$ cat src/rtl/segment_square_crossing_assert.svh
// Assertion macros for the segment square crossing block
`ifndef SEGMENT_SQUARE_CROSSING_ASSERT_SVH
`define SEGMENT_SQUARE_CROSSING_ASSERT_SVH

// Implication checked on every clock edge outside reset
`define SSC_ASSERT_IMP(lbl, ante, cons, msg) \
  lbl: assert property (@(posedge clk) disable iff (!rst_n) (ante) |-> (cons)) \
    else $error(msg);

// Invariant checked on every clock edge outside reset
`define SSC_ASSERT_ALW(lbl, cond, msg) \
  lbl: assert property (@(posedge clk) disable iff (!rst_n) (cond)) \
    else $error(msg);

`endif

$ cat src/rtl/ssc_pkg.sv
// Shared types, constants and helper functions of the segment square crossing block
`timescale 1ns / 1ps

package ssc_pkg;

  localparam int CoordFracBits = 8;
  localparam int FracBits      = 16;
  localparam int CoordW        = 24;
  localparam int CenterW       = 16;
  localparam int HalfW         = 15;
  localparam int DeltaW        = CoordW + 1;
  localparam int EdgeW         = CenterW + CoordFracBits + 1;
  localparam int NumW          = 26;
  localparam int QuotW         = FracBits + 2;
  localparam int RemW          = NumW + 2;
  localparam int ProdW         = DeltaW + QuotW;
  localparam int PartW         = ProdW - FracBits;
  localparam int InterW        = PartW + 2;
  localparam int Lanes         = 4;
  localparam int DivStages     = QuotW;

  localparam logic [QuotW-1:0] FracNone = QuotW'(2) << FracBits;
  localparam logic [QuotW-1:0] FracOne  = QuotW'(1) << FracBits;

  // Configuration register indexes
  localparam logic [1:0] RegCenterX   = 2'd0;
  localparam logic [1:0] RegCenterY   = 2'd1;
  localparam logic [1:0] RegHalfWidth = 2'd2;

  // Edge lanes, in test order
  localparam logic [1:0] LaneLeft   = 2'd0;
  localparam logic [1:0] LaneRight  = 2'd1;
  localparam logic [1:0] LaneTop    = 2'd2;
  localparam logic [1:0] LaneBottom = 2'd3;

  typedef struct packed {
    logic signed [EdgeW-1:0] left;
    logic signed [EdgeW-1:0] right;
    logic signed [EdgeW-1:0] top;
    logic signed [EdgeW-1:0] bottom;
  } edges_t;

  // One classified segment, as it travels from front to back
  typedef struct packed {
    logic signed [CoordW-1:0]   sx;
    logic signed [CoordW-1:0]   sy;
    logic signed [CoordW-1:0]   sz;
    logic signed [DeltaW-1:0]   dx;
    logic signed [DeltaW-1:0]   dy;
    logic signed [DeltaW-1:0]   dz;
    logic [DeltaW-1:0]          dmx;
    logic [DeltaW-1:0]          dmy;
    logic [DeltaW-1:0]          dmz;
    logic [Lanes-1:0][NumW-1:0] num_mag;
    logic [Lanes-1:0]           ok;
  } item_t;

  function automatic logic [DeltaW-1:0] mag_delta(input logic signed [DeltaW-1:0] v);
    mag_delta = v[DeltaW-1] ? $unsigned(-v) : $unsigned(v);
  endfunction

  function automatic logic [NumW-1:0] mag_num(input logic signed [NumW-1:0] v);
    mag_num = v[NumW-1] ? $unsigned(-v) : $unsigned(v);
  endfunction

  // start + or - the scaled part, by the sign of the extent
  function automatic logic signed [InterW-1:0] interp(
    input logic signed [CoordW-1:0] s,
    input logic signed [DeltaW-1:0] d,
    input logic [PartW-1:0]         p
  );
    logic signed [InterW-1:0] se;
    logic signed [InterW-1:0] pe;
    se = InterW'(s);
    pe = $signed({2'b00, p});
    interp = d[DeltaW-1] ? se - pe : se + pe;
  endfunction

endpackage

$ cat src/rtl/ssc_queue.sv
// Short queue between the front end and the back end
`timescale 1ns / 1ps

module ssc_queue (
  input  logic           clk,
  input  logic           rst_n,
  input  logic           push_valid,
  output logic           push_ready,
  input  ssc_pkg::item_t push_item,
  output logic           pop_valid,
  input  logic           pop_ready,
  output ssc_pkg::item_t pop_item
);

  localparam int Depth = 4;
  localparam int PtrW  = $clog2(Depth);

  ssc_pkg::item_t  entry_r [Depth];
  logic [PtrW-1:0] wr_ptr_r, wr_ptr_nxt;
  logic [PtrW-1:0] rd_ptr_r, rd_ptr_nxt;
  logic [PtrW:0]   cnt_r, cnt_nxt;
  logic            push, pop;

  assign push_ready = (cnt_r != (PtrW+1)'(Depth));
  assign pop_valid  = (cnt_r != '0);
  assign pop_item   = entry_r[rd_ptr_r];
  assign push       = push_valid && push_ready;
  assign pop        = pop_valid && pop_ready;

  // Pointer and fill bookkeeping
  always_comb begin
    wr_ptr_nxt = push ? wr_ptr_r + 1'b1 : wr_ptr_r;
    rd_ptr_nxt = pop ? rd_ptr_r + 1'b1 : rd_ptr_r;
    cnt_nxt    = cnt_r;
    if (push && !pop) begin
      cnt_nxt = cnt_r + 1'b1;
    end else if (pop && !push) begin
      cnt_nxt = cnt_r - 1'b1;
    end
  end

  always_ff @(posedge clk) begin
    if (!rst_n) begin
      wr_ptr_r <= '0;
      rd_ptr_r <= '0;
      cnt_r    <= '0;
    end else begin
      wr_ptr_r <= wr_ptr_nxt;
      rd_ptr_r <= rd_ptr_nxt;
      cnt_r    <= cnt_nxt;
    end
  end

  always_ff @(posedge clk) begin
    if (push) begin
      entry_r[wr_ptr_r] <= push_item;
    end
  end

endmodule

$ cat config.mk
export PLATFORM = sky130hd
export DESIGN_NAME = ssc_queue
export DESIGN_NICKNAME = d
export VERILOG_FILES = /design/src/rtl/segment_square_crossing_assert.svh /design/src/rtl/ssc_pkg.sv /design/src/rtl/ssc_queue.sv
export SDC_FILE = /design/constraint.sdc
export NUM_CORES = 1
export LEC_CHECK = 0
export BUFFER_PORTS_ARGS = -buffer_cell sky130_fd_sc_hd__buf_2
export CAP_MARGIN = 20
export CORE_MARGIN = 8
export CORE_UTILIZATION = 28
export CTS_BUF_LIST = sky130_fd_sc_hd__clkbuf_8
export CTS_CLUSTER_SIZE = 28
export DETAILED_ROUTE_END_ITERATION = 8
export PLACE_DENSITY = 0.53
export SLEW_MARGIN = 20
export SYNTH_ARGS = -nofsm -noshare
export SYNTH_HDL_FRONTEND = slang
export SYNTH_SLANG_ARGS = --single-unit
$ cat constraint.sdc
create_clock -name clk -period 17 [get_ports clk]
set_input_delay 0.85 -clock clk [delete_from_list [all_inputs] [get_ports clk]]
set_output_delay 0.85 -clock clk [all_outputs]
set_load 0.005 [all_outputs]
==> impl_metrics.env <==
export IMPL_drv_cap=0
export IMPL_cp_required_ps=16150
export IMPL_synth_cell_types=24
export IMPL_fillCellCount=15900
export IMPL_drc=0
export IMPL_cts_tree="built"
export IMPL_cts_buffers=214
export IMPL_io_pins=666
export IMPL_synth_mux_area_share_pct=15.4
export IMPL_final_antenna_net_count=0
export IMPL_post_cts_buffers=0
export IMPL_hp_class="in -> reg"
export IMPL_tightest_slew_ps=1040
export IMPL_synth_compound_area_share_pct=0.0827
export IMPL_crit_type="reg -> out"
export IMPL_numPortBuffers=665
export IMPL_p_leak_uw=0.0204
export IMPL_instances_no_fill=5437
export IMPL_clock_sinks=1329
export IMPL_ys_top_cells_by_area="edfxtp_1 82%, mux4_2 15%, buf_12 1.4%, dfxtp_1 0.37%, buf_2 0.32%"
export IMPL_syn_area_per_cell_um2=27.3
export IMPL_relSlewSlack_pct=30.8
export IMPL_path_clk_slew_ps=60
export IMPL_clock_skew_ps=37.2
export IMPL_htree_num_levels=4
export IMPL_wirelength_um=117000
export IMPL_synth_top_area_share_pct=81.9
export IMPL_vias_per_cell=4.26
export IMPL_setup_tns_ps=0
export IMPL_die_area_um2=186000
export IMPL_ir_worst_vdd_mv=0.0797
export IMPL_p_total_uw=8530
export IMPL_synth_top_area_cell="edfxtp_1"
export IMPL_nNetsFinal=3279
export IMPL_power_per_cell_area_nw_per_um2=139
export IMPL_synth_xor_area_share_pct=0.0724
export IMPL_grt_max_degree=119
export IMPL_drt_iter0_markers=1452
export IMPL_register_area_um2=39800
export IMPL_fin_area_um2=61200
export IMPL_track_usage_pct=12.2
export IMPL_netlist_instances=1772
export IMPL_cp_common_cell="buf_4"
export IMPL_drt_first_pass_iters=5
export IMPL_crit_family="buffers and inverters"
export IMPL_fin_crit_sh_pct=36.8
export IMPL_fp_dieH_um=432
export IMPL_seq_area_frac_synth_pct=82.2
export IMPL_fp_coreArea_um2=172000
export IMPL_multiInputGateArea_um2=7720
export IMPL_startpoint_type="flop"
export IMPL_critPathMaxFanout=87
export IMPL_setup_viol=0
export IMPL_grt_overflow=0
export IMPL_fmax_mhz=160
export IMPL_cts_root_buf="clkbuf_8"
export IMPL_yosys_warnings=0
export IMPL_ys_ff_latch=1329
export IMPL_period_needed_ps=6260
export IMPL_dp_cells=4706
export IMPL_endpoint_kind="output pin"
export IMPL_finalWeightedCongestion=0.721
export IMPL_row_count=152
export IMPL_post_drt_wl_per_cell_um=21.5
export IMPL_grt_pass1_wl_um=170000
export IMPL_start_util_pct=28.2
export IMPL_cts_buffer_depth=3
export IMPL_final_util_pct=35.7
export IMPL_yosys_area_share_simple_pct=0.189
export IMPL_drv_slew=0
export IMPL_synth_top_family_by_area="multiplexers"
export IMPL_rsz0062_at_grt="no"
export IMPL_die_x_um=432
export IMPL_path_cells="buf_4, buf_4, buf_12, buf_4, mux4_2, buf_2"
export IMPL_syn_area_um2=48400
export IMPL_grt_pass1_vias=25100
export IMPL_vias=23200
export IMPL_final_cell_mix="1320 x edfxtp_1, 665 x buf_2, 330 x mux4_2"
export IMPL_layout_commonest_cell="edfxtp_1"
export IMPL_postSynthNetCount=2112
export IMPL_hpwl_um=75200
export IMPL_hold_violations=0
export IMPL_cp_arrival_ps=5410
export IMPL_status="completed"
export IMPL_worstSkewPairLatency_ps=920
export IMPL_dpl_instance_area_um2=54100
export IMPL_slowest_stage="buf_4"
export IMPL_critical_path_buf_inv_count=5
export IMPL_crit_path_max_incr_delay_ps=850
export IMPL_antenna_found_initial=21
export IMPL_drive_gt1_share_pct=41.7
export IMPL_areaGrowthSynthToFinish_pct=26.5
export IMPL_synth_adder_area_share_pct=0.171
-- final timing paths --
check | cells after the start | endpoint | slack [ps] | from
max reg2reg | 6 | entry_r[2][216]$_DFFE_PP_ | 12410 | cnt_r[0]$_SDFFE_PN0P_
min reg2reg | 2 | wr_ptr_r[1]$_SDFFE_PN0P_ | 510 | wr_ptr_r[1]$_SDFFE_PN0P_
min | 1 | entry_r[0][186]$_DFFE_PP_ | 200 | push_item[186]
max | 6 | pop_item[179] | 10740 | flop
-- repair_timing --
action | CTS | global route
hold buffers | 327 | 0
setup endpoints to repair | 0 | 0
resized for setup | 0 | 0
hold endpoints to repair | 1306 | 0
-- cells in the mapped netlist --
| library cell | count |
|---|---|
| nor2_1 | 1 |
| or3_1 | 2 |
| fa_1 | 1 |
| o31ai_1 | 1 |
| buf_12 | 33 |
| o21ai_0 | 1 |
| nand2_1 | 5 |
| xnor2_1 | 3 |
| mux2i_1 | 3 |
| and2_1 | 8 |
| buf_2 | 31 |
| a21boi_2 | 1 |
| xor2_1 | 1 |
| dfxtp_1 | 9 |
| nor2b_1 | 1 |
| o311ai_0 | 1 |
| a21boi_0 | 1 |
| ha_1 | 5 |
| clkbuf_1 | 7 |
| buf_4 | 3 |
| inv_1 | 3 |
| mux4_2 | 330 |
| buf_6 | 1 |
| edfxtp_1 | 1320 |
-- kinds of logic (layout without fill, tap and decap cells) --
logic type / count (synthesis) / in the layout
mux: 333 / 333
xor+xnor: 4 / 4
other cells: 0 / 13
compound gates: 5 / 5
buf+inv: 78 / 1420
simple gates: 17 / 17
flops: 1329 / 1329
fa+ha+maj: 6 / 6
-- power by group --
group | switching [uW] | internal, uW | total [uW]
sequential | 86.4 | 3980 | 4070
combinational | 1040 | 943 | 1980
clock | 1250 | 1230 | 2480
-- cell type report --
class | instances | area share (%)
flip-flops and latches | 1329 | 65.0
multi-input cells | 365 | 12.6
diodes | 13 | 0.0531
clock buffers | 217 | 4.88
repair buffers | 1026 | 11.3
inverters | 3 | 0.0184
well taps | 2310 | 4.72
clock inverters | 174 | 1.43
-- stage by stage --
| step | worst slack [ps] | hold WS, ps |
|---|---|---|
| 2_1_floorplan | 7620 | 468 |
| 3_3_place_gp | 11530 | 490 |
| 3_5_place_dp | 11480 | 499 |
| 4_1_cts | 10340 | 7.51 |
| 5_1_grt | 10110 | 75.1 |
| 6_report | 10740 | 204 |
-- worst register-to-register path: cells and delay by family, from the launching register on --
family	cells	cell delay, ps
DFF	1	440
AOI/OAI and AO/OA	1	370
buffers and inverters	3	2610
and+or+nand+nor	2	750
-- state kept, by name (all words and copies together) (netlist names), named ones only --
name	cells
entry_r	1320
cnt_r	3
rd_ptr_r	2
wr_ptr_r	2
-- routing by layer --
| metal | global-route usage (%) | routed length, um | share of wire, % | up-vias |
|---|---|---|---|---|
| li1 | - | - | - | 10100 |
| met1 | 14.1 | 44700 | 38 | 12200 |
| met2 | 21.5 | 61700 | 53 | 654 |
| met3 | 3.65 | 6770 | 5.8 | 213 |
| met4 | 4.44 | 3760 | 3.2 | 0 |
| met5 | 0 | 0 | 0 | - |
Note: power is estimated with default switching activity, not from simulation.
