==> src/rtl/segment_square_crossing_assert.svh <==
// Assertion macros for the segment square crossing block
`ifndef SEGMENT_SQUARE_CROSSING_ASSERT_SVH
`define SEGMENT_SQUARE_CROSSING_ASSERT_SVH

// Implication checked on every clock edge outside reset
`define SSC_ASSERT_IMP(lbl, ante, cons, msg) \
  lbl: assert property (@(posedge clk) disable iff (!rst_n) (ante) |-> (cons)) \
    else $error(msg);

// Invariant checked on every clock edge outside reset
`define SSC_ASSERT_ALW(lbl, cond, msg) \
  lbl: assert property (@(posedge clk) disable iff (!rst_n) (cond)) \
    else $error(msg);

`endif

==> src/rtl/ssc_pkg.sv <==
// Shared types, constants and helper functions of the segment square crossing block
`timescale 1ns / 1ps

package ssc_pkg;

  localparam int CoordFracBits = 8;
  localparam int FracBits      = 16;
  localparam int CoordW        = 24;
  localparam int CenterW       = 16;
  localparam int HalfW         = 15;
  localparam int DeltaW        = CoordW + 1;
  localparam int EdgeW         = CenterW + CoordFracBits + 1;
  localparam int NumW          = 26;
  localparam int QuotW         = FracBits + 2;
  localparam int RemW          = NumW + 2;
  localparam int ProdW         = DeltaW + QuotW;
  localparam int PartW         = ProdW - FracBits;
  localparam int InterW        = PartW + 2;
  localparam int Lanes         = 4;
  localparam int DivStages     = QuotW;

  localparam logic [QuotW-1:0] FracNone = QuotW'(2) << FracBits;
  localparam logic [QuotW-1:0] FracOne  = QuotW'(1) << FracBits;

  // Configuration register indexes
  localparam logic [1:0] RegCenterX   = 2'd0;
  localparam logic [1:0] RegCenterY   = 2'd1;
  localparam logic [1:0] RegHalfWidth = 2'd2;

  // Edge lanes, in test order
  localparam logic [1:0] LaneLeft   = 2'd0;
  localparam logic [1:0] LaneRight  = 2'd1;
  localparam logic [1:0] LaneTop    = 2'd2;
  localparam logic [1:0] LaneBottom = 2'd3;

  typedef struct packed {
    logic signed [EdgeW-1:0] left;
    logic signed [EdgeW-1:0] right;
    logic signed [EdgeW-1:0] top;
    logic signed [EdgeW-1:0] bottom;
  } edges_t;

  // One classified segment, as it travels from front to back
  typedef struct packed {
    logic signed [CoordW-1:0]   sx;
    logic signed [CoordW-1:0]   sy;
    logic signed [CoordW-1:0]   sz;
    logic signed [DeltaW-1:0]   dx;
    logic signed [DeltaW-1:0]   dy;
    logic signed [DeltaW-1:0]   dz;
    logic [DeltaW-1:0]          dmx;
    logic [DeltaW-1:0]          dmy;
    logic [DeltaW-1:0]          dmz;
    logic [Lanes-1:0][NumW-1:0] num_mag;
    logic [Lanes-1:0]           ok;
  } item_t;

  function automatic logic [DeltaW-1:0] mag_delta(input logic signed [DeltaW-1:0] v);
    mag_delta = v[DeltaW-1] ? $unsigned(-v) : $unsigned(v);
  endfunction

  function automatic logic [NumW-1:0] mag_num(input logic signed [NumW-1:0] v);
    mag_num = v[NumW-1] ? $unsigned(-v) : $unsigned(v);
  endfunction

  // start + or - the scaled part, by the sign of the extent
  function automatic logic signed [InterW-1:0] interp(
    input logic signed [CoordW-1:0] s,
    input logic signed [DeltaW-1:0] d,
    input logic [PartW-1:0]         p
  );
    logic signed [InterW-1:0] se;
    logic signed [InterW-1:0] pe;
    se = InterW'(s);
    pe = $signed({2'b00, p});
    interp = d[DeltaW-1] ? se - pe : se + pe;
  endfunction

endpackage

==> src/rtl/ssc_front.sv <==
// Front end: input register and per-edge classification of each segment
`timescale 1ns / 1ps

module ssc_front (
  input  logic                                 clk,
  input  logic                                 rst_n,
  input  logic                                 in_valid,
  output logic                                 in_ready,
  input  logic signed [ssc_pkg::CoordW-1:0]    in_start_x,
  input  logic signed [ssc_pkg::CoordW-1:0]    in_start_y,
  input  logic signed [ssc_pkg::CoordW-1:0]    in_start_z,
  input  logic signed [ssc_pkg::CoordW-1:0]    in_end_x,
  input  logic signed [ssc_pkg::CoordW-1:0]    in_end_y,
  input  logic signed [ssc_pkg::CoordW-1:0]    in_end_z,
  input  ssc_pkg::edges_t                      edges,
  output logic                                 push_valid,
  input  logic                                 push_ready,
  output ssc_pkg::item_t                       push_item
);

  logic f_vld_r, f_vld_nxt;
  logic signed [ssc_pkg::CoordW-1:0] sx_r, sy_r, sz_r, ex_r, ey_r, ez_r;
  logic signed [ssc_pkg::DeltaW-1:0] dx, dy, dz;
  logic signed [ssc_pkg::EdgeW-1:0]  e_lane [ssc_pkg::Lanes];
  logic signed [ssc_pkg::CoordW-1:0] s_lane [ssc_pkg::Lanes];
  logic signed [ssc_pkg::DeltaW-1:0] d_lane [ssc_pkg::Lanes];
  logic signed [ssc_pkg::NumW-1:0]   num    [ssc_pkg::Lanes];

  assign in_ready   = !f_vld_r || push_ready;
  assign push_valid = f_vld_r;

  // Hold register: refilled on a transfer, emptied when the queue takes it
  always_comb begin
    f_vld_nxt = f_vld_r;
    if (in_valid && in_ready) begin
      f_vld_nxt = 1'b1;
    end else if (push_ready) begin
      f_vld_nxt = 1'b0;
    end
  end

  always_ff @(posedge clk) begin
    if (!rst_n) begin
      f_vld_r <= 1'b0;
    end else begin
      f_vld_r <= f_vld_nxt;
    end
  end

  always_ff @(posedge clk) begin
    if (in_valid && in_ready) begin
      sx_r <= in_start_x;
      sy_r <= in_start_y;
      sz_r <= in_start_z;
      ex_r <= in_end_x;
      ey_r <= in_end_y;
      ez_r <= in_end_z;
    end
  end

  // Extents
  assign dx = $signed({ex_r[ssc_pkg::CoordW-1], ex_r}) - $signed({sx_r[ssc_pkg::CoordW-1], sx_r});
  assign dy = $signed({ey_r[ssc_pkg::CoordW-1], ey_r}) - $signed({sy_r[ssc_pkg::CoordW-1], sy_r});
  assign dz = $signed({ez_r[ssc_pkg::CoordW-1], ez_r}) - $signed({sz_r[ssc_pkg::CoordW-1], sz_r});

  // Lane operands: left/right on x, top/bottom on y
  always_comb begin
    e_lane[ssc_pkg::LaneLeft]   = edges.left;
    e_lane[ssc_pkg::LaneRight]  = edges.right;
    e_lane[ssc_pkg::LaneTop]    = edges.top;
    e_lane[ssc_pkg::LaneBottom] = edges.bottom;
    s_lane[ssc_pkg::LaneLeft]   = sx_r;
    s_lane[ssc_pkg::LaneRight]  = sx_r;
    s_lane[ssc_pkg::LaneTop]    = sy_r;
    s_lane[ssc_pkg::LaneBottom] = sy_r;
    d_lane[ssc_pkg::LaneLeft]   = dx;
    d_lane[ssc_pkg::LaneRight]  = dx;
    d_lane[ssc_pkg::LaneTop]    = dy;
    d_lane[ssc_pkg::LaneBottom] = dy;
  end

  // Distance to each edge; skip on zero extent or when moving away
  always_comb begin
    push_item.sx  = sx_r;
    push_item.sy  = sy_r;
    push_item.sz  = sz_r;
    push_item.dx  = dx;
    push_item.dy  = dy;
    push_item.dz  = dz;
    push_item.dmx = ssc_pkg::mag_delta(dx);
    push_item.dmy = ssc_pkg::mag_delta(dy);
    push_item.dmz = ssc_pkg::mag_delta(dz);
    for (int i = 0; i < ssc_pkg::Lanes; i++) begin
      num[i] = ssc_pkg::NumW'(e_lane[i]) - ssc_pkg::NumW'(s_lane[i]);
      push_item.num_mag[i] = ssc_pkg::mag_num(num[i]);
      push_item.ok[i] = (d_lane[i] != '0) &&
                        !((num[i] != '0) && (num[i][ssc_pkg::NumW-1] != d_lane[i][ssc_pkg::DeltaW-1]));
    end
  end

endmodule

==> config.mk <==
export PLATFORM = sky130hd
export DESIGN_NAME = ssc_front
export DESIGN_NICKNAME = d
export VERILOG_FILES = /design/src/rtl/segment_square_crossing_assert.svh /design/src/rtl/ssc_pkg.sv /design/src/rtl/ssc_front.sv
export SDC_FILE = /design/constraint.sdc
export NUM_CORES = 1
export LEC_CHECK = 0
export BUFFER_PORTS_ARGS = -buffer_cell sky130_fd_sc_hd__buf_2
export CAP_MARGIN = 30
export CORE_AREA = 3 3 226 228
export DETAILED_ROUTE_END_ITERATION = 7
export DIE_AREA = 0 0 229 231
export GPL_ROUTABILITY_DRIVEN = 1
export PLACE_DENSITY_LB_ADDON = 0.1
export SLEW_MARGIN = 0
export SYNTH_ARGS = -nofsm -noshare
export SYNTH_HDL_FRONTEND = slang
export SYNTH_SLANG_ARGS = --single-unit
==> constraint.sdc <==
create_clock -name clk -period 5.85 [get_ports clk]
set_clock_uncertainty 0.1 [all_clocks]
set_input_delay 0.8775 -clock clk [delete_from_list [all_inputs] [get_ports clk]]
set_output_delay 0.8775 -clock clk [all_outputs]
set_load 0.05 [all_outputs]
==> results of run 1 <==
metal layers:
metal	track usage, %	up-vias	routed length, um
met2	44.91	712	35150
met5	0	-	56
met3	4.652	94	4921
li1	-	9598	-
met4	7.235	8	1454
met1	34.83	9558	32180
layout make-up:
cell class / instances / area, um2
flip-flops and latches: 145 / 4344
repair buffers: 612 / 3146
clock inverters: 11 / 106.4
diodes: 7 / 17.52
clock buffers: 21 / 450.4
fillers: 5028 / 26050
well taps: 664 / 830.8
inverters: 169 / 638.1
multi-input cells: 1888 / 13470
cell usage in the layout (no fill, tap or decap), types with 13 or more instances in the layout:
master | Yosys | routed
inv_1 | 169 | 168
a31oi_1 | 37 | 35
edfxtp_1 | 144 | 144
nand2b_1 | 24 | 24
nor2b_1 | 26 | 25
clkbuf_16 | 0 | 17
a21oi_1 | 193 | 193
nand3_1 | 52 | 52
nor2_1 | 154 | 154
o21ai_0 | 136 | 136
a21o_1 | 54 | 54
nand2_1 | 188 | 188
nor3_1 | 46 | 46
or3_1 | 28 | 28
o21bai_1 | 17 | 17
and3_1 | 32 | 32
or4_1 | 16 | 16
nor3b_1 | 13 | 13
xnor2_1 | 154 | 154
o21a_1 | 27 | 27
xor2_1 | 111 | 111
o31ai_1 | 24 | 24
buf_4 | 4 | 33
nand4_1 | 22 | 22
o211ai_1 | 21 | 21
ha_1 | 179 | 179
and2_1 | 29 | 28
a211oi_1 | 27 | 26
buf_2 | 3 | 579
worst max-delay path by stage:
stage	cells after the start	endpoint	startpoint
floorplan	11	push_item[29]	sx_r[1]
global placement	14	push_item[1]	edges[50]
detailed placement	14	push_item[1]	edges[50]
CTS	12	push_item[1]	sx_r[0]
global route	13	push_item[1]	sx_r[0]
finish	12	push_item[3]	sy_r[1]
metrics by stage:
stage          worst slack (ns)  total power [uW]  cell area (um2)
2_1_floorplan          0.009759              5172            18670
3_3_place_gp             0.3408              6408            22320
3_5_place_dp             0.3188              6422            22320
4_1_cts                 0.07793              7557            22880
5_1_grt                -0.01327              7911            23000
6_report                 0.2290              7546            23000
power by group through the flow:
| stage | registers [uW] | clock network (uW) | logic (uW) |
|---|---|---|---|
| 6_report | 1250 | 1100 | 5200 |
| 5_1_grt | 1250 | 1170 | 5490 |
| 4_1_cts | 1250 | 1140 | 5170 |
| 3_5_place_dp | 1270 | 0 | 5150 |
| 3_3_place_gp | 1270 | 0 | 5140 |
| 2_1_floorplan | 1370 | 0 | 3800 |
repair_timing:
action | in CTS | in global routing
buffers inserted | 0 | 7
resized for setup | 0 | 11
endpoints found under the setup margin | 0 | 22
flip-flops by register name (all words and copies together), names as in the netlist:
signal / flops
ey_r: 24
sx_r: 24
sz_r: 24
sy_r: 24
push_valid: 1
ez_r: 24
ex_r: 24
cell families after synthesis:
logic type | Yosys count
AO/OA/AOI/OAI | 715
multiplexers | 12
XOR/XNOR | 265
adder cells (fa/ha/maj) | 186
AND/OR/NAND/NOR | 710
buffers and inverters | 233
flip-flops | 145
worst max-delay path, stage by stage, from the launching register on:
cell and delay (ns):
edfxtp_1 0.48, inv_1 0.20, ha_1 0.31, nand2b_1 0.07
a21oi_1 0.47, o21ai_0 0.41, a2111o_1 0.52, nand4_1 0.11
nand3b_1 0.11, or4_1 0.62, o31a_1 0.42, o21ai_1 0.14
buf_2 0.28
==> reports/results.tsv, run 1 <==
metric	value	unit
status	finished clean	
clock-pin slew on the worst setup and hold paths	0.07	ns
reg2reg end	sx_r[5]	
XOR/XNOR share of the synthesized area	12.47	%
Die Span Y	231	um
post-synth top area cell	edfxtp_1	
P_leak	0.01036	uW
post-route setup TNS	0	ns
final net count	3267	
Synth Instances	2266	
sequential power share	16.5	%
Synth Area in Adders	12.78	%
distinct cell type count after synthesis	109	
Final ANT Viol Nets	0	
simple-gate share of the synthesized area	19.62	%
Worst EP required	4.87	ns
peak supply drop	291.5	uV
Rows	81	
Crit Reg-Reg Startpoint	push_valid	
Starting Density	37.95	%
die width	229	um
syn avg cell area	8.215	um2
hold path endpoint	push_valid	
Final Hold Vio Count	0	
actual slew at the worst max-slew pin	0.9575	ns
maxcap violations	0	
Cell Area, Synth	18620	um2
hold path start	push_valid	
fmax	0.1779	GHz
synthesized flop and latch total	145	
most common cell in the netlist	a21oi_1	
fraction of the yosys area taken by sequential cells	23.34	%
Worst setup EP type	primary output	
mux cell area share after synthesis	0.6520	%
CTS tree	done	
DRT Wirelength	73760	um
Switching Power	4411	uW
H-tree lvl count	4	
DR WL/cell	20.97	um
design internal power	3135	uW
core area	49050	um2
hold_buf cts	0	
vias	19970	
final core utilization	46.90	%
detailed-route DRC error count	0	
WP data arrival	4.64	ns
Hold Path Class	register to register	
placed insts	3471	
Sw Ratio	58.45	%
Compound-Gate Fraction of Synth Area	26.21	%
initial antenna violation count	14	
Placer Congestion	0.9533	
Final Non-Filler Cells	3517	
clock power share	14.6	%
vias in the first global route	19053	
DRT Pass-1 Iters	6	
Net Count, Synth	2700	
Rel. slew slack	35.16	%
Pwr Density	328.0	nW/um2
Tcrit/Tclk final	96.09	%
share of layout cells above drive strength 1	25.12	%
post-DR vias/cell	5.678	
All-Layer GR Usage	26.52	%
Synth Flop Type	edfxtp_1	
Comb pwr share	68.9	%
Final setup viols	0	
Worst R2R Setup Slack	3.81	ns
Clk Latency, worst-skew pair	0.47	ns
Ports	580	
post-detail-place hpwl	62040	um
CTS sink cnt	145	
R2R cell count	3	
P&R area growth vs syn	23.57	%
Max FO, Critical Path	7	
EDFF count, synth	144	
crit path launch type	register	
synth warn	0	
Iter 0 DRT Violations	1303	
Longest Clk Path Bufs	2	
Min Hold Slack	0.4519	ns
area share of the largest cell type after synthesis	23.23	%
largest net degree at the start of global routing	41	
worst setup path class	register to primary output	
largest family of logic cells by synthesized area	compound AO/OA/AOI/OAI gates	
global-route wire length before repair	109700	um
Async S/R FF share, synth	0	%
gr ovfl total	0	
Period minus WS final	5.621	ns
Num CTS Buffers	17	
Synth top cells by count	193 x a21oi_1, 188 x nand2_1, 179 x ha_1	
count of pins over their slew limit	0	
clk root buf	clkbuf_16	
top cells by area, synth	edfxtp_1 23%, ha_1 12%, xnor2_1 7.2%, xor2_1 5.2%, a21oi_1 5.2%	
die area	52900	um2
IO buf count	579	
Hold Path Depth	2	
(Power assumes the default switching activity.)
==> run 2, diff against run 1 <==
--- a/config.mk
+++ b/config.mk
@@ -5,12 +5,14 @@
 export SDC_FILE = /design/constraint.sdc
 export NUM_CORES = 1
 export LEC_CHECK = 0
+export ABC_AREA = 1
 export BUFFER_PORTS_ARGS = -buffer_cell sky130_fd_sc_hd__buf_2
 export CAP_MARGIN = 30
-export CORE_AREA = 3 3 226 228
+export CORE_AREA = 3 3 227 229
 export DETAILED_ROUTE_END_ITERATION = 7
-export DIE_AREA = 0 0 229 231
+export DIE_AREA = 0 0 230 232
 export GPL_ROUTABILITY_DRIVEN = 1
+export GPL_TIMING_DRIVEN = 0
 export PLACE_DENSITY_LB_ADDON = 0.1
 export SLEW_MARGIN = 0
 export SYNTH_ARGS = -nofsm -noshare
==> reports/results.tsv, run 2 <==
metric	value	unit	change
die width	230	um	+0.44%
clock-pin slew on the worst setup and hold paths	0.07	ns	about the same
Synth Flop Type	edfxtp_1		
largest net degree at the start of global routing	29		-29%
vias in the first global route	22546		+18%
Tcrit/Tclk final	85.73	%	-10 points
status	finished clean		
vias	24396		+22%
Compound-Gate Fraction of Synth Area	8.695	%	-18 points
Starting Density	43.17	%	+5.2 points
hold_buf cts	0		unchanged
EDFF count, synth	144		unchanged
final setup margin	0.8349	ns	+0.6058 ns
XOR/XNOR share of the synthesized area	6.045	%	-6.4 points
Period minus WS final	5.015	ns	-0.6058 ns
Rows	82		+1.2%
simple-gate share of the synthesized area	42.30	%	+23 points
actual slew at the worst max-slew pin	0.9655	ns	+0.007950 ns
post-synth top area cell	nand2_1		
Final Non-Filler Cells	4855		+38%
Num CTS Buffers	17		unchanged
largest family of logic cells by synthesized area	simple AND/OR/NAND/NOR gates		
detailed-route DRC error count	0		unchanged
crit path launch type	register		
DR WL/cell	16.53	um	-21%
distinct cell type count after synthesis	47		-57%
clk root buf	clkbuf_16		
# resized after CTS	0		unchanged
P&R area growth vs syn	20.93	%	
CTS sink cnt	145		unchanged
Worst EP required	4.87	ns	about the same
Synth Instances	3554		+57%
hold path start	in_start_y[0]		
final core utilization	52.21	%	+5.3 points
All-Layer GR Usage	29.18	%	+2.7 points
placed insts	4810		+39%
CTS tree	done		
gr ovfl total	0		unchanged
post-DR vias/cell	5.025		-12%
Pwr Density	295.6	nW/um2	-9.9%
Ports	580		unchanged
maxcap violations	0		unchanged
Rel. slew slack	35.49	%	+0.34 points
Hold Path Class	input port to register		
Max FO, Critical Path	5		-2
fillers	5390		+7.2%
DRT Pass-1 Iters	8		+2
synthesized flop and latch total	145		unchanged
Final ANT Viol Nets	0		unchanged
fmax	0.1994	GHz	+12%
Cell Area, Synth	21530	um2	+16%
Place WS	1.099	ns	+0.7801 ns
core area	49860	um2	+1.7%
top cells by area, synth	nand2_1 21%, edfxtp_1 20%, inv_1 10%, ha_1 10%, nand3_1 6.3%		
Synth Area in Adders	11.05	%	-1.7 points
CP startpoint	sy_r[1]		
synth warn	0		unchanged
post-detail-place hpwl	69650	um	+12%
share of layout cells above drive strength 1	19.62	%	-5.5 points
final net count	4591		+41%
Final Hold Vio Count	0		unchanged
multi-input logic area	14670	um2	+8.9%
Clk Latency, worst-skew pair	0.50	ns	+0.03 ns
post-CTS setup buffer count	0		unchanged
IO buf count	579		unchanged
Synth top cells by count	1,206 x nand2_1, 600 x inv_1, 323 x nor2_1		
Longest Clk Path Bufs	2		unchanged
initial antenna violation count	11		-3
P_leak	0.01445	uW	+39%
Placer Congestion	0.9657		+1.3%
Async S/R FF share, synth	0	%	unchanged
register area	4344	um2	unchanged
RSZ-0062 raised after global routing	no		
most frequent cells in the layout	1,206 x nand2_1, 600 x inv_1, 587 x buf_2		
area share of the largest cell type after synthesis	21.03	%	-2.2 points
commonest non-fill, non-tap cell in the layout	nand2_1		
Worst setup EP type	primary output		
Crit Reg-Reg Startpoint	push_valid		
Final setup viols	0		unchanged
fraction of the yosys area taken by sequential cells	20.18	%	-3.2 points
peak supply drop	371.8	uV	+28%
DRT Wirelength	80230	um	+8.8%
global-route wire length before repair	121500	um	+11%
H-tree lvl count	4		unchanged
Iter 0 DRT Violations	1689		+30%
Tot Pwr	7695	uW	+2.0%
syn avg cell area	6.057	um2	-26%
Net Count, Synth	3988		+48%
mux cell area share after synthesis	0	%	-0.65 points
Die Span Y	232	um	+0.43%
die area	53360	um2	+0.87%
most common cell in the netlist	nand2_1		
WP data arrival	4.04	ns	-0.60 ns
count of pins over their slew limit	0		unchanged
worst setup path class	register to primary output		
-- run 2: changes by cell type in the layout (fill, tap and decap cells not counted), sizes merged, moves of 36 or more --
| cell | change |
|---|---|
| nand2 | +1079 |
| inv | +460 |
| nand3 | +238 |
| nor2 | +210 |
| xnor2 | -115 |
| a21o | -50 |
| nand4 | +50 |
| o21ai | -48 |
| a31oi | -36 |
-- run 2: metal layers --
metal	vias to the layer above	wire, um	GRT usage [%]	part of all wire (%)
li1	12582	-	-	-
met1	10911	34490	36.64	43
met2	772	37830	49.36	47
met3	129	5192	5.827	6.5
met4	2	2709	11.26	3.4
met5	-	7	0	0.0087
-- run 2: final timing paths --
check,endpoint,slack [ns],depth (start not counted)
worst max-delay path,push_item[2],0.83,19
worst min-delay path,sy_r[0],0.44,1
worst max register to register,sx_r[20],3.74,3
worst min register to register,push_valid,0.49,2
-- run 2: final cells by class --
class,count,share of cell area (%)
Buffer,23,0.7161
Timing Repair Buffer,584,11.54
Inverter,623,8.983
Clock buffer,17,1.634
Tap cell,672,3.230
Clock inverter,15,0.7306
Antenna cell,13,0.1250
Multi-Input combinational cell,2763,56.35
Sequential cell,145,16.69
-- run 2: cells by family (layout without fill, tap and decap cells) --
logic type,count (synthesis),after routing
xor gates and xnor gates,143,143
and+or+nand+nor,2096,2096
AOI/OAI and AO/OA,338,338
buffers and inverters,646,1262
other,0,13
adders and majority gates,186,186
DFF,145,145
-- run 2: per-stage QoR --
step	cell area [um2]	setup TNS, ns	hold WS, ns
after CTS	26000	0	0.4103
after global placement	25270	-307.73	0.4089
after global routing	26020	0	0.4150
after detailed placement	25380	0	0.4680
final	26030	0	0.4427
after floorplan	21530	0	0.8764
-- run 2: power breakdown --
| group | switching, uW | internal, uW | leakage, uW |
|---|---|---|---|
| combinational | 3970 | 1260 | 0.0127 |
| clock | 563 | 649 | 0.000305 |
| sequential | 36.0 | 1220 | 0.00140 |
-- run 2: critical path: stages (launching register included) --
cell	delay, ns
edfxtp_1	0.56
inv_1	0.28
fa_1	0.57
nand2_1	0.11
nand2_1	0.07
nand3_1	0.11
nand2_1	0.09
nand2_1	0.09
nand2_1	0.08
nand2_1	0.09
nand2_1	0.07
nand2_1	0.06
nand2_1	0.18
inv_1	0.13
nand2_1	0.07
nor2_1	0.08
nand3_1	0.07
nor2_1	0.44
a21oi_1	0.11
buf_2	0.25
==> run 3, diff against run 2 <==
==> constraint.sdc (replaced) <==
create_clock -name clk -period 5.85 [get_ports clk]
set_clock_uncertainty 0.1 [all_clocks]
set_input_delay 1.17 -clock clk [delete_from_list [all_inputs] [get_ports clk]]
set_output_delay 1.17 -clock clk [all_outputs]
set_load 0.05 [all_outputs]
==> reports/results.tsv, run 3 (synthesized netlist as in run 2, its figures left out) <==
metric	value	unit	change
post-DR vias/cell	5.046		+0.43%
DR WL/cell	16.54	um	+0.12%
share of layout cells above drive strength 1	19.62	%	unchanged
clock power share	15.0	%	-0.8 points
Clk Latency, worst-skew pair	0.50	ns	about the same
P_leak	0.01443	uW	-0.11%
Final Hold Vio Count	0		unchanged
multi-input logic area	14670	um2	unchanged
Placer Congestion	0.9653		about the same
Worst setup EP type	primary output		
H-tree lvl count	4		unchanged
global-route wire length before repair	120200	um	-1.1%
clock-pin slew on the worst setup and hold paths	0.07	ns	about the same
Tcrit/Tclk final	92.09	%	+6.4 points
vias in the first global route	22465		-0.36%
crit path launch type	input port		
# resized after CTS	0		unchanged
die area	53360	um2	unchanged
peak supply drop	422.3	uV	+14%
Switching Power	4591	uW	+0.50%
post-route setup TNS	0	ns	unchanged
final core utilization	52.13	%	-0.075 points
register area	4344	um2	unchanged
P&R area growth vs syn	20.76	%	
Die Span Y	232	um	unchanged
Num CTS Buffers	17		unchanged
most frequent cells in the layout	1,206 x nand2_1, 600 x inv_1, 587 x buf_2		
Worst EP required	4.58	ns	-0.29 ns
Hold Path Class	register to register		
Rel. slew slack	39.58	%	+4.1 points
routed wl met2	37940	um	+0.29%
Min Hold Slack	0.5213	ns	+0.07863 ns
met1 WL	34200	um	-0.85%
Rows	82		unchanged
DRT Wirelength	80270	um	about the same
Comb pwr share	68.6	%	+0.6 points
Period minus WS final	5.387	ns	+0.3719 ns
final net count	4591		unchanged
RSZ-0062 raised after global routing	no		
Pwr Density	293.8	nW/um2	-0.60%
maxcap violations	0		unchanged
post-detail-place hpwl	69580	um	about the same
design internal power	3047	uW	-2.6%
fmax	0.1856	GHz	-6.9%
initial antenna violation count	14		+3
core area	49860	um2	unchanged
CTS sink cnt	145		unchanged
count of pins over their slew limit	0		unchanged
WP data arrival	4.12	ns	+0.08 ns
detailed-route DRC error count	0		unchanged
Max FO, Critical Path	4		-1
IO buf count	579		unchanged
Starting Density	43.17	%	unchanged
Ports	580		unchanged
Longest Clk Path Bufs	2		unchanged
commonest non-fill, non-tap cell in the layout	nand2_1		
status	finished clean		
sequential power share	16.4	%	about the same
Final setup viols	0		unchanged
die width	230	um	unchanged
fillers	5311		-1.5%
largest net degree at the start of global routing	29		unchanged
met3 wire length	5142	um	-0.96%
hold_buf cts	0		unchanged
Sw Ratio	60.11	%	+0.75 points
DRT Pass-1 Iters	6		-2
Top Layer Used	met5		
gr ovfl total	0		unchanged
All-Layer GR Usage	28.88	%	-0.30 points
actual slew at the worst max-slew pin	0.9042	ns	-0.06123 ns
Iter 0 DRT Violations	1668		-1.2%
vias	24485		+0.36%
CTS tree	done		
Final ANT Viol Nets	0		unchanged
clk root buf	clkbuf_16		
post-CTS setup buffer count	0		unchanged
worst setup path class	input port to primary output		
-- run 3: cell count changes in the layout (fill, tap and decap cells not counted), sizes merged --
cell	before	now
clkinv	5	7
diode	13	10
bufinv	2	0
-- run 3: layer usage --
metal  GRT usage (%)  vias up
li1                -    12571
met1           35.58    11014
met2           49.74      748
met3           5.385      146
met4           11.63        6
met5               0        -
-- run 3: final timing paths --
| path | start | endpoint | slack (ns) | depth (start not counted) |
|---|---|---|---|---|
| worst min-delay path | push_valid | push_valid | 0.52 | 2 |
| worst max-delay path | edges[25] | push_item[2] | 0.46 | 20 |
| worst min register to register | push_valid | push_valid | 0.52 | 2 |
| worst max register to register | push_valid | sx_r[21] | 3.58 | 4 |
-- run 3: layout make-up --
type	count	share of cell area, %
Tap cell	672	3.235
Antenna cell	10	0.09627
Timing Repair Buffer	584	11.56
Clock buffer	17	1.637
Buffer	23	0.7172
Multi-Input combinational cell	2763	56.43
Sequential cell	145	16.71
Inverter	623	8.996
Clock inverter	15	0.6161
-- run 3: power by group through the flow --
| stage | clock network [uW] | logic, uW | registers, uW |
|---|---|---|---|
| 4_1_cts | 1180 | 5230 | 1250 |
| 3_5_place_dp | 0 | 5210 | 1270 |
| 2_1_floorplan | 0 | 3860 | 1370 |
| 3_3_place_gp | 0 | 5190 | 1280 |
| 5_1_grt | 1210 | 5620 | 1260 |
| 6_report | 1150 | 5240 | 1250 |
-- run 3: through the flow --
| stage | std cells | cell area, um2 | worst slack (ns) | power, uW |
|---|---|---|---|---|
| after CTS | 4842 | 25970 | 0.4439 | 7657 |
| after global placement | 4805 | 25280 | 0.2897 | 6473 |
| after global routing | 4851 | 25990 | 0.1960 | 8084 |
| after floorplan | 3554 | 21540 | 0.5479 | 5228 |
| final | 4852 | 25990 | 0.4630 | 7637 |
| after detailed placement | 4810 | 25380 | 0.4473 | 6482 |
-- run 3: worst max-delay path, stage by stage --
cell and delay [ns]:
buf_2 0.08, inv_1 0.04, ha_1 0.28, fa_1 0.42, inv_1 0.07, nand3_1 0.06, nand2_1 0.14, nand2_1 0.08
nand2_1 0.14, nand2_1 0.09, nand2_1 0.09, nand2_1 0.05, nand2_1 0.12, nand2_1 0.14, nor2_1 0.12, nand2_1 0.05
nor2_1 0.15, nand3_1 0.20, a21oi_1 0.30, buf_2 0.32
